`src/bracket_balance_checker_top_assert.svh`:
```
`ifndef BRACKET_BALANCE_CHECKER_TOP_ASSERT_SVH
`define BRACKET_BALANCE_CHECKER_TOP_ASSERT_SVH

// Both macros expect signals named clock and reset in the enclosing module.
`define BBC_ASSERT_NOW(lbl, ante, cons, msg) \
   lbl: assert property (@(posedge clock) disable iff (reset) (ante) |-> (cons)) \
      else $error(msg);

`define BBC_ASSERT_NEXT(lbl, ante, cons, msg) \
   lbl: assert property (@(posedge clock) disable iff (reset) (ante) |=> (cons)) \
      else $error(msg);

`endif

```
`src/bbc_pkg.sv`:
```
package bbc_pkg;

   localparam int unsigned STACK_DEPTH = 64;
   localparam int unsigned CNT_W       = $clog2(STACK_DEPTH + 1);
   localparam int unsigned ADDR_W      = $clog2(STACK_DEPTH);

   localparam int unsigned QUEUE_DEPTH = 4;
   localparam int unsigned QPTR_W      = $clog2(QUEUE_DEPTH);
   localparam int unsigned QCNT_W      = $clog2(QUEUE_DEPTH + 1);

   localparam logic [7:0] CHAR_PAREN_OPEN   = 8'd40;
   localparam logic [7:0] CHAR_PAREN_CLOSE  = 8'd41;
   localparam logic [7:0] CHAR_SQUARE_OPEN  = 8'd91;
   localparam logic [7:0] CHAR_SQUARE_CLOSE = 8'd93;
   localparam logic [7:0] CHAR_CURLY_OPEN   = 8'd123;
   localparam logic [7:0] CHAR_CURLY_CLOSE  = 8'd125;

   typedef enum logic {
      KIND_PUSH,
      KIND_CLOSE
   } kind_type;

   // For a closing byte, code holds the opener that it must find on the stack.
   typedef struct packed {
      logic [7:0] code;
      kind_type   kind;
      logic       last;
   } item_type;

   typedef struct packed {
      logic overflowed;
      logic balanced;
   } verdict_type;

endpackage

```
`src/bbc_front.sv`:
```
module bbc_front (
   input  logic             req_tvalid,
   output logic             req_tready,
   input  logic [7:0]       req_tdata,
   input  logic             req_tlast,
   output logic             q_wr_valid,
   input  logic             q_wr_ready,
   output bbc_pkg::item_type q_wr_item
);
   import bbc_pkg::*;

   always_comb begin
      q_wr_item.last = req_tlast;
      q_wr_item.kind = KIND_CLOSE;
      unique case (req_tdata)
         CHAR_PAREN_CLOSE:  q_wr_item.code = CHAR_PAREN_OPEN;
         CHAR_SQUARE_CLOSE: q_wr_item.code = CHAR_SQUARE_OPEN;
         CHAR_CURLY_CLOSE:  q_wr_item.code = CHAR_CURLY_OPEN;
         default: begin
            q_wr_item.code = req_tdata;
            q_wr_item.kind = KIND_PUSH;
         end
      endcase
   end

   assign q_wr_valid = req_tvalid;
   assign req_tready = q_wr_ready;

endmodule

```
`src/bbc_queue.sv`:
```
module bbc_queue (
   input  logic              clock,
   input  logic              reset,
   input  logic              wr_valid,
   output logic              wr_ready,
   input  bbc_pkg::item_type wr_item,
   output logic              rd_valid,
   input  logic              rd_ready,
   output bbc_pkg::item_type rd_item
);
   import bbc_pkg::*;

   item_type            entry_ff [QUEUE_DEPTH];
   logic [QPTR_W-1:0]   wr_ptr_ff, wr_ptr_in;
   logic [QPTR_W-1:0]   rd_ptr_ff, rd_ptr_in;
   logic [QCNT_W-1:0]   cnt_ff, cnt_in;
   logic                do_wr, do_rd;

   assign wr_ready = (cnt_ff != QCNT_W'(QUEUE_DEPTH));
   assign rd_valid = (cnt_ff != '0);
   assign rd_item  = entry_ff[rd_ptr_ff];
   assign do_wr    = wr_valid && wr_ready;
   assign do_rd    = rd_valid && rd_ready;

   always_comb begin
      wr_ptr_in = wr_ptr_ff;
      rd_ptr_in = rd_ptr_ff;
      cnt_in    = cnt_ff;
      if (do_wr) begin
         wr_ptr_in = (wr_ptr_ff == QPTR_W'(QUEUE_DEPTH - 1)) ? '0 : wr_ptr_ff + QPTR_W'(1);
      end
      if (do_rd) begin
         rd_ptr_in = (rd_ptr_ff == QPTR_W'(QUEUE_DEPTH - 1)) ? '0 : rd_ptr_ff + QPTR_W'(1);
      end
      if (do_wr && !do_rd) begin
         cnt_in = cnt_ff + QCNT_W'(1);
      end else if (do_rd && !do_wr) begin
         cnt_in = cnt_ff - QCNT_W'(1);
      end
   end

   always_ff @(posedge clock) begin
      if (reset) begin
         wr_ptr_ff <= '0;
         rd_ptr_ff <= '0;
         cnt_ff    <= '0;
      end else begin
         wr_ptr_ff <= wr_ptr_in;
         rd_ptr_ff <= rd_ptr_in;
         cnt_ff    <= cnt_in;
      end
   end

   always_ff @(posedge clock) begin
      if (do_wr) begin
         entry_ff[wr_ptr_ff] <= wr_item;
      end
   end

endmodule

```
`src/bbc_back.sv`:
```
`include "bracket_balance_checker_top_assert.svh"

module bbc_back (
   input  logic                 clock,
   input  logic                 reset,
   input  logic                 q_rd_valid,
   output logic                 q_rd_ready,
   input  bbc_pkg::item_type    q_rd_item,
   output logic                 rsp_valid,
   input  logic                 rsp_ready,
   output bbc_pkg::verdict_type rsp_verdict
);
   import bbc_pkg::*;

   // The top of the stack is held in top_ff and the entry below it in rd_ff.
   logic [7:0]        stack_mem [STACK_DEPTH];
   logic [7:0]        top_ff, top_in;
   logic [7:0]        rd_ff;
   logic [CNT_W-1:0]  count_ff, count_in;
   logic              failed_ff, failed_in;
   logic              ovf_ff, ovf_in;
   logic              rsp_valid_ff, rsp_valid_in;
   verdict_type       rsp_data_ff, rsp_data_in;
   logic              out_free, take, wr_en;
   logic [ADDR_W-1:0] rd_addr;

   assign out_free   = !rsp_valid_ff || rsp_ready;
   assign q_rd_ready = !q_rd_item.last || out_free;
   assign take       = q_rd_valid && q_rd_ready;

   always_comb begin
      count_in     = count_ff;
      top_in       = top_ff;
      failed_in    = failed_ff;
      ovf_in       = ovf_ff;
      wr_en        = 1'b0;
      rsp_valid_in = rsp_valid_ff && !rsp_ready;
      rsp_data_in  = rsp_data_ff;
      if (take) begin
         if (!failed_ff) begin
            unique case (q_rd_item.kind)
               KIND_CLOSE: begin
                  if (count_ff == '0 || top_ff != q_rd_item.code) begin
                     failed_in = 1'b1;
                  end else begin
                     count_in = count_ff - CNT_W'(1);
                     top_in   = rd_ff;
                  end
               end
               KIND_PUSH: begin
                  if (count_ff == CNT_W'(STACK_DEPTH)) begin
                     failed_in = 1'b1;
                     ovf_in    = 1'b1;
                  end else begin
                     wr_en    = 1'b1;
                     count_in = count_ff + CNT_W'(1);
                     top_in   = q_rd_item.code;
                  end
               end
            endcase
         end
         if (q_rd_item.last) begin
            rsp_valid_in           = 1'b1;
            rsp_data_in.balanced   = !failed_in && (count_in == '0);
            rsp_data_in.overflowed = ovf_in;
            count_in               = '0;
            failed_in              = 1'b0;
            ovf_in                 = 1'b0;
         end
      end
   end

   assign rd_addr = ADDR_W'(count_in - CNT_W'(2));

   always_ff @(posedge clock) begin
      if (reset) begin
         count_ff     <= '0;
         failed_ff    <= 1'b0;
         ovf_ff       <= 1'b0;
         rsp_valid_ff <= 1'b0;
      end else begin
         count_ff     <= count_in;
         failed_ff    <= failed_in;
         ovf_ff       <= ovf_in;
         rsp_valid_ff <= rsp_valid_in;
      end
   end

   always_ff @(posedge clock) begin
      top_ff      <= top_in;
      rsp_data_ff <= rsp_data_in;
   end

   always_ff @(posedge clock) begin
      if (wr_en) begin
         stack_mem[count_ff[ADDR_W-1:0]] <= q_rd_item.code;
      end
      rd_ff <= stack_mem[rd_addr];
   end

   assign rsp_valid   = rsp_valid_ff;
   assign rsp_verdict = rsp_data_ff;

   `BBC_ASSERT_NEXT(a_full_push_overflows, take && !failed_ff && q_rd_item.kind == KIND_PUSH && count_ff == CNT_W'(STACK_DEPTH), ovf_ff || (rsp_valid_ff && rsp_data_ff.overflowed), "push onto a full stack did not flag overflow")
   `BBC_ASSERT_NEXT(a_failed_holds_stack, take && failed_ff && !q_rd_item.last, $stable(count_ff) && failed_ff, "stack changed after a failure")
   `BBC_ASSERT_NEXT(a_last_clears_state, take && q_rd_item.last, count_ff == '0 && !failed_ff && !ovf_ff && rsp_valid_ff, "final byte did not clear state and give a verdict")
   `BBC_ASSERT_NOW(a_overflow_implies_fail, ovf_ff, failed_ff, "overflow flag set without failure flag")

endmodule

```
`src/bracket_balance_checker_top.sv`:
```
// Checks a byte string for balanced brackets: one byte is accepted per request and per clock
// cycle, req_tlast marks the final byte, and one verdict follows on the rsp channel once
// that byte has passed the queue and the registered verdict output. A four-entry queue parts
// the classifier from the stack engine, which handles one byte per cycle because each step
// touches only the registered stack top and the entry below it, prefetched from a 64-entry
// stack memory; the stack needs no clearing pass after reset. The engine holds a final byte
// while a verdict waits; input only stalls while a verdict waits and the queue has filled.
module bracket_balance_checker_top (
   input  logic       clock,
   input  logic       reset,
   input  logic       req_tvalid,
   output logic       req_tready,
   input  logic [7:0] req_tdata,   // [7:0] char_code
   input  logic       req_tlast,
   output logic       rsp_tvalid,
   input  logic       rsp_tready,
   output logic [7:0] rsp_tdata    // [0] balanced, [1] overflowed, [7:2] zero
);
   import bbc_pkg::*;

   logic        q_wr_valid, q_wr_ready;
   item_type    q_wr_item;
   logic        q_rd_valid, q_rd_ready;
   item_type    q_rd_item;
   verdict_type rsp_verdict;

   bbc_front u_front (
      .req_tvalid (req_tvalid),
      .req_tready (req_tready),
      .req_tdata  (req_tdata),
      .req_tlast  (req_tlast),
      .q_wr_valid (q_wr_valid),
      .q_wr_ready (q_wr_ready),
      .q_wr_item  (q_wr_item)
   );

   bbc_queue u_queue (
      .clock    (clock),
      .reset    (reset),
      .wr_valid (q_wr_valid),
      .wr_ready (q_wr_ready),
      .wr_item  (q_wr_item),
      .rd_valid (q_rd_valid),
      .rd_ready (q_rd_ready),
      .rd_item  (q_rd_item)
   );

   bbc_back u_back (
      .clock       (clock),
      .reset       (reset),
      .q_rd_valid  (q_rd_valid),
      .q_rd_ready  (q_rd_ready),
      .q_rd_item   (q_rd_item),
      .rsp_valid   (rsp_tvalid),
      .rsp_ready   (rsp_tready),
      .rsp_verdict (rsp_verdict)
   );

   assign rsp_tdata = {6'b0, rsp_verdict};

endmodule

```
`config.mk`:
```
export PLATFORM = sky130hd
export DESIGN_NAME = bracket_balance_checker_top
export DESIGN_NICKNAME = d
export VERILOG_FILES = /design/src/bbc_pkg.sv /design/src/bbc_front.sv /design/src/bbc_queue.sv /design/src/bbc_back.sv /design/src/bracket_balance_checker_top.sv
export VERILOG_INCLUDE_DIRS = /design/src /design/src/src
export SDC_FILE = /design/constraint.sdc
export NUM_CORES = 1
export LEC_CHECK = 0
export BUFFER_PORTS_ARGS = -buffer_cell sky130_fd_sc_hd__buf_2
export CAP_MARGIN = 0
export CORE_MARGIN = 1
export CORE_UTILIZATION = 62
export CTS_CLUSTER_DIAMETER = 40
export DETAILED_ROUTE_END_ITERATION = 16
export PLACE_DENSITY = 0.78
export SETUP_SLACK_MARGIN = 0.05
export SYNTH_ARGS = -nofsm -noshare
export SYNTH_HDL_FRONTEND = slang
export SYNTH_SLANG_ARGS = --single-unit
```
`constraint.sdc`:
```
create_clock -name clock -period 6.41 [get_ports clock]
set_input_delay 0 -clock clock [delete_from_list [all_inputs] [get_ports clock]]
set_output_delay 0 -clock clock [all_outputs]
set_load 0.05 [all_outputs]
```
==> PnR_summary.wiki <==
{| class="wikitable"
! Metric !! Value
|-
| Run status || finished clean
|-
| Number of distinct library cells after synthesis || 90
|-
| Number of setup violations in the final report || 0
|-
| Placed cell area || 24900 um^2
|-
| Layout area overhead || 10.7%
|-
| Area of the core region || 38800 um^2
|-
| Utilization after layout || 70.0%
|-
| Max-cap check violation count || 0
|-
| Full die area || 40400 um^2
|-
| Vias after detailed routing || 15919
|-
| Share of async-settable or async-resettable flops after synthesis || 0%
|-
| Leading cell type in the layout, fill and taps excluded || sky130_fd_sc_hd__edfxtp_1
|-
| Routed wire length per instance || 27.0 um
|-
| HPWL Detailed || 37600 um
|-
| Nets || 1814
|-
| Number of antenna violations at the first check in global routing || 3
|-
| Design Area, Final || 27200 um^2
|-
| Worst-path fanout max || 17
|-
| TritonCTS clock tree || built
|-
| Warnings, synthesis || 0
|-
| TritonCTS Sinks || 589
|-
| DIE WIDTH || 201 um
|-
| Req. time, crit path || 6.92 ns
|-
| Worst hold slack after final layout || 0.149 ns
|-
| Effective utilization at floorplan || 63.2%
|-
| Max Slew Vio Count || 0
|-
| Via count of the first global-routing pass || 15203
|-
| Mean cell area of the mapped netlist || 13.8 um^2
|-
| Cells after Synth || 1779
|-
| Via density per instance || 6.75
|-
| Post-CTS Setup Inserts || 0
|-
| Sequential share of the synthesized area || 71.0%
|-
| Unrepaired setup endpoints after global routing || no
|-
| Antenna Violating Nets Remaining || 0
|-
| Level count of the clock H-tree || 2
|-
| Sort of element at the end of the critical path || flop
|-
| Global-route wire length before repair || 96000 um
|-
| Data arrival at the endpoint of the critical path || 6.18 ns
|-
| Overall routed net length || 63800 um
|-
| Total negative setup slack || 0 ns
|-
| Worst-skew pair later-pin latency || 0.63 ns
|-
| Number of enable-type register cells in the synthesized netlist || 562
|-
| Library cell occupying the most area in the post-synthesis netlist || sky130_fd_sc_hd__edfxtp_1
|-
| Power density over cell area || 483 nW/um^2
|-
| Max Clock Freq || 176 MHz
|-
| Post-Synthesis Cell Area || 24500 um^2
|-
| Remaining routing DRC violations || 0
|-
| Layout cell share with drive strength beyond 1 || 12.1%
|-
| Hold Path Stages || 2
|-
| Actual transition at the worst max-transition pin || 1.20 ns
|-
| Top post-synthesis cells by area || sky130_fd_sc_hd__edfxtp_1, sky130_fd_sc_hd__nand2_1, sky130_fd_sc_hd__nand3_1
|-
| Clock tree buffer depth || 3
|-
| Final number of hold-violating endpoints || 0
|-
| Clock transition at the registers of the reported paths || 0.06 ns
|-
| Launching element type of the critical path || flop
|-
| Number of synthesized register bits || 589
|-
| Headroom to the max-slew limit || 19.6%
|-
| Setup clock skew after layout || 0.0284 ns
|-
| Aggregate global routing overflow || 0
|-
| All-layer global routing usage || 32.0%
|-
| Shortest clock period the worst path allows after layout || 5.67 ns
|-
| Fraction of post-synthesis cell area in the top cell type by area || 68.8%
|-
| Vertical extent of the die || 201 um
|-
| Count of pins on the block boundary || 23
|-
| Detailed-router iteration count before antenna repair || 6
|-
| Iter 0 DRT Violations || 2599
|-
| Final critical-path share of the clock period || 88.5%
|-
| Category of the most critical setup path || flop to flop
|-
| Final weighted congestion in routability-driven placement || 0.938
|-
| Row cnt || 72
|-
| Leading register cell type out of synthesis || sky130_fd_sc_hd__edfxtp_1
|-
| Largest net degree at the start of global routing || 164
|-
| Commonest cells after routing, fill and taps aside || sky130_fd_sc_hd__edfxtp_1, sky130_fd_sc_hd__nand2_1, sky130_fd_sc_hd__nand3_1
|-
| R2r worst-path depth || 16
|-
| CTS Root Buffer Type || sky130_fd_sc_hd__clkbuf_16
|-
| Number of buffers created by CTS || 60
|-
| Count of buffers inserted at the top-level ports || 16
|-
| Worst-case vdd ir drop || 840 uV
|-
| Worst min path class || primary input to flop
|-
| Leakage dissipation || 9.25 nW
|}
[Yosys cell counts (11+ instances only)]
library cell	count
sky130_fd_sc_hd__nand2_1	323
sky130_fd_sc_hd__buf_4	17
sky130_fd_sc_hd__nand3_1	147
sky130_fd_sc_hd__buf_2	39
sky130_fd_sc_hd__edfxtp_1	562
sky130_fd_sc_hd__mux4_2	11
sky130_fd_sc_hd__a21oi_1	67
sky130_fd_sc_hd__a31oi_1	34
sky130_fd_sc_hd__mux2i_1	61
sky130_fd_sc_hd__and3_1	38
sky130_fd_sc_hd__a211oi_1	42
sky130_fd_sc_hd__nor2_1	104
sky130_fd_sc_hd__mux2_2	20
sky130_fd_sc_hd__a221oi_1	19
sky130_fd_sc_hd__clkbuf_1	39
sky130_fd_sc_hd__dfxtp_1	27
sky130_fd_sc_hd__buf_6	14
[per-layer routing]
metal | vias up | global-route usage (%) | wire (um)
met4 | 4 | 12.6 | 2700
met2 | 1169 | 48.9 | 29000
met1 | 7786 | 45.0 | 24000
met5 | - | 0 | 27
met3 | 193 | 7.29 | 7970
li1 | 6767 | - | -
[timing repair]
action	CTS	global route
hold buffers	15	0
resized for setup	0	0
endpoints found under the hold margin	59	0
[cell type report]
cell class | instances | area (um^2)
repair buffers | 65 | 523
clock buffers | 68 | 1600
well taps | 518 | 648
fillers | 2451 | 11700
clock inverters | 43 | 494
flip-flops and latches | 589 | 17400
inverters | 12 | 47.5
multi-input cells | 1063 | 6430
diodes | 1 | 2.50
[kinds of logic (layout without fill, tap and decap cells)]
group	Yosys count	count (layout)	synth area share (%)
flops	589	589	71.0
buf+inv	132	188	3.02
mux	92	92	4.41
compound gates	252	252	7.47
xor+xnor	16	16	0.846
fa+ha+maj	10	10	0.540
simple gates	687	687	12.7
other cells	1	7	0.0153
[power by group]
group / leakage, nW / internal [mW] / switching [mW]
Sequential: 5.29 / 4.98 / 0.154
Clock: 1.02 / 2.14 / 1.54
Combinational: 2.95 / 1.21 / 3.08
Total: 9.25 / 8.33 / 4.77
[per-stage QoR]
| step | total power [mW] | setup WS [ns] | std cells |
|---|---|---|---|
| after floorplan | 8.04 | 1.05 | 1784 |
| after global placement | 9.31 | 0.861 | 2232 |
| after detailed placement | 9.38 | 0.753 | 2232 |
| after CTS | 13.0 | 0.721 | 2358 |
| after global routing | 13.5 | 0.397 | 2359 |
| final | 13.1 | 0.738 | 2359 |
[worst paths after layout]
kind / endpoint / slack, ns / from
worst max-delay path: u_back.rd_ff[0] / 0.74 / flop
worst min register to register: flop / 0.49 / u_queue.rd_ptr_ff[1]
worst max register to register: u_back.rd_ff[0] / 0.74 / flop
worst min-delay path: u_queue.entry_ff[2][0] / 0.15 / req_tlast
[critical path: stages, from the launching register on]
cell,delay (ns)
sky130_fd_sc_hd__dfxtp_1,0.73
sky130_fd_sc_hd__mux4_2,0.63
sky130_fd_sc_hd__a21oi_2,0.40
sky130_fd_sc_hd__inv_1,0.41
sky130_fd_sc_hd__a32oi_1,0.27
sky130_fd_sc_hd__o21a_1,0.21
sky130_fd_sc_hd__ha_1,0.31
sky130_fd_sc_hd__nor2_1,0.11
sky130_fd_sc_hd__and2_1,0.14
sky130_fd_sc_hd__a22o_1,0.22
sky130_fd_sc_hd__or3_1,0.65
sky130_fd_sc_hd__buf_4,0.30
sky130_fd_sc_hd__a21oi_1,0.16
sky130_fd_sc_hd__a221oi_1,0.11
sky130_fd_sc_hd__or4_1,0.51
sky130_fd_sc_hd__a41o_1,0.29
sky130_fd_sc_hd__o31a_1,0.11
[sequential cells by signal (all words and copies together) (netlist names), named ones only]
| register | count |
|---|---|
| u_back.stack_mem | 512 |
| u_queue.cnt_ff | 3 |
| u_back.ovf_ff | 1 |
| u_back.failed_ff | 1 |
| u_back.rsp_valid | 1 |
| u_queue.wr_ptr_ff | 2 |
| u_back.count_ff | 7 |
| u_queue.rd_ptr_ff | 2 |
| u_queue.entry_ff | 40 |
| u_back.rsp_verdict | 2 |
| u_back.top_ff | 8 |
| u_back.rd_ff | 8 |
No activity file was read; power rests on OpenSTA's default activity.
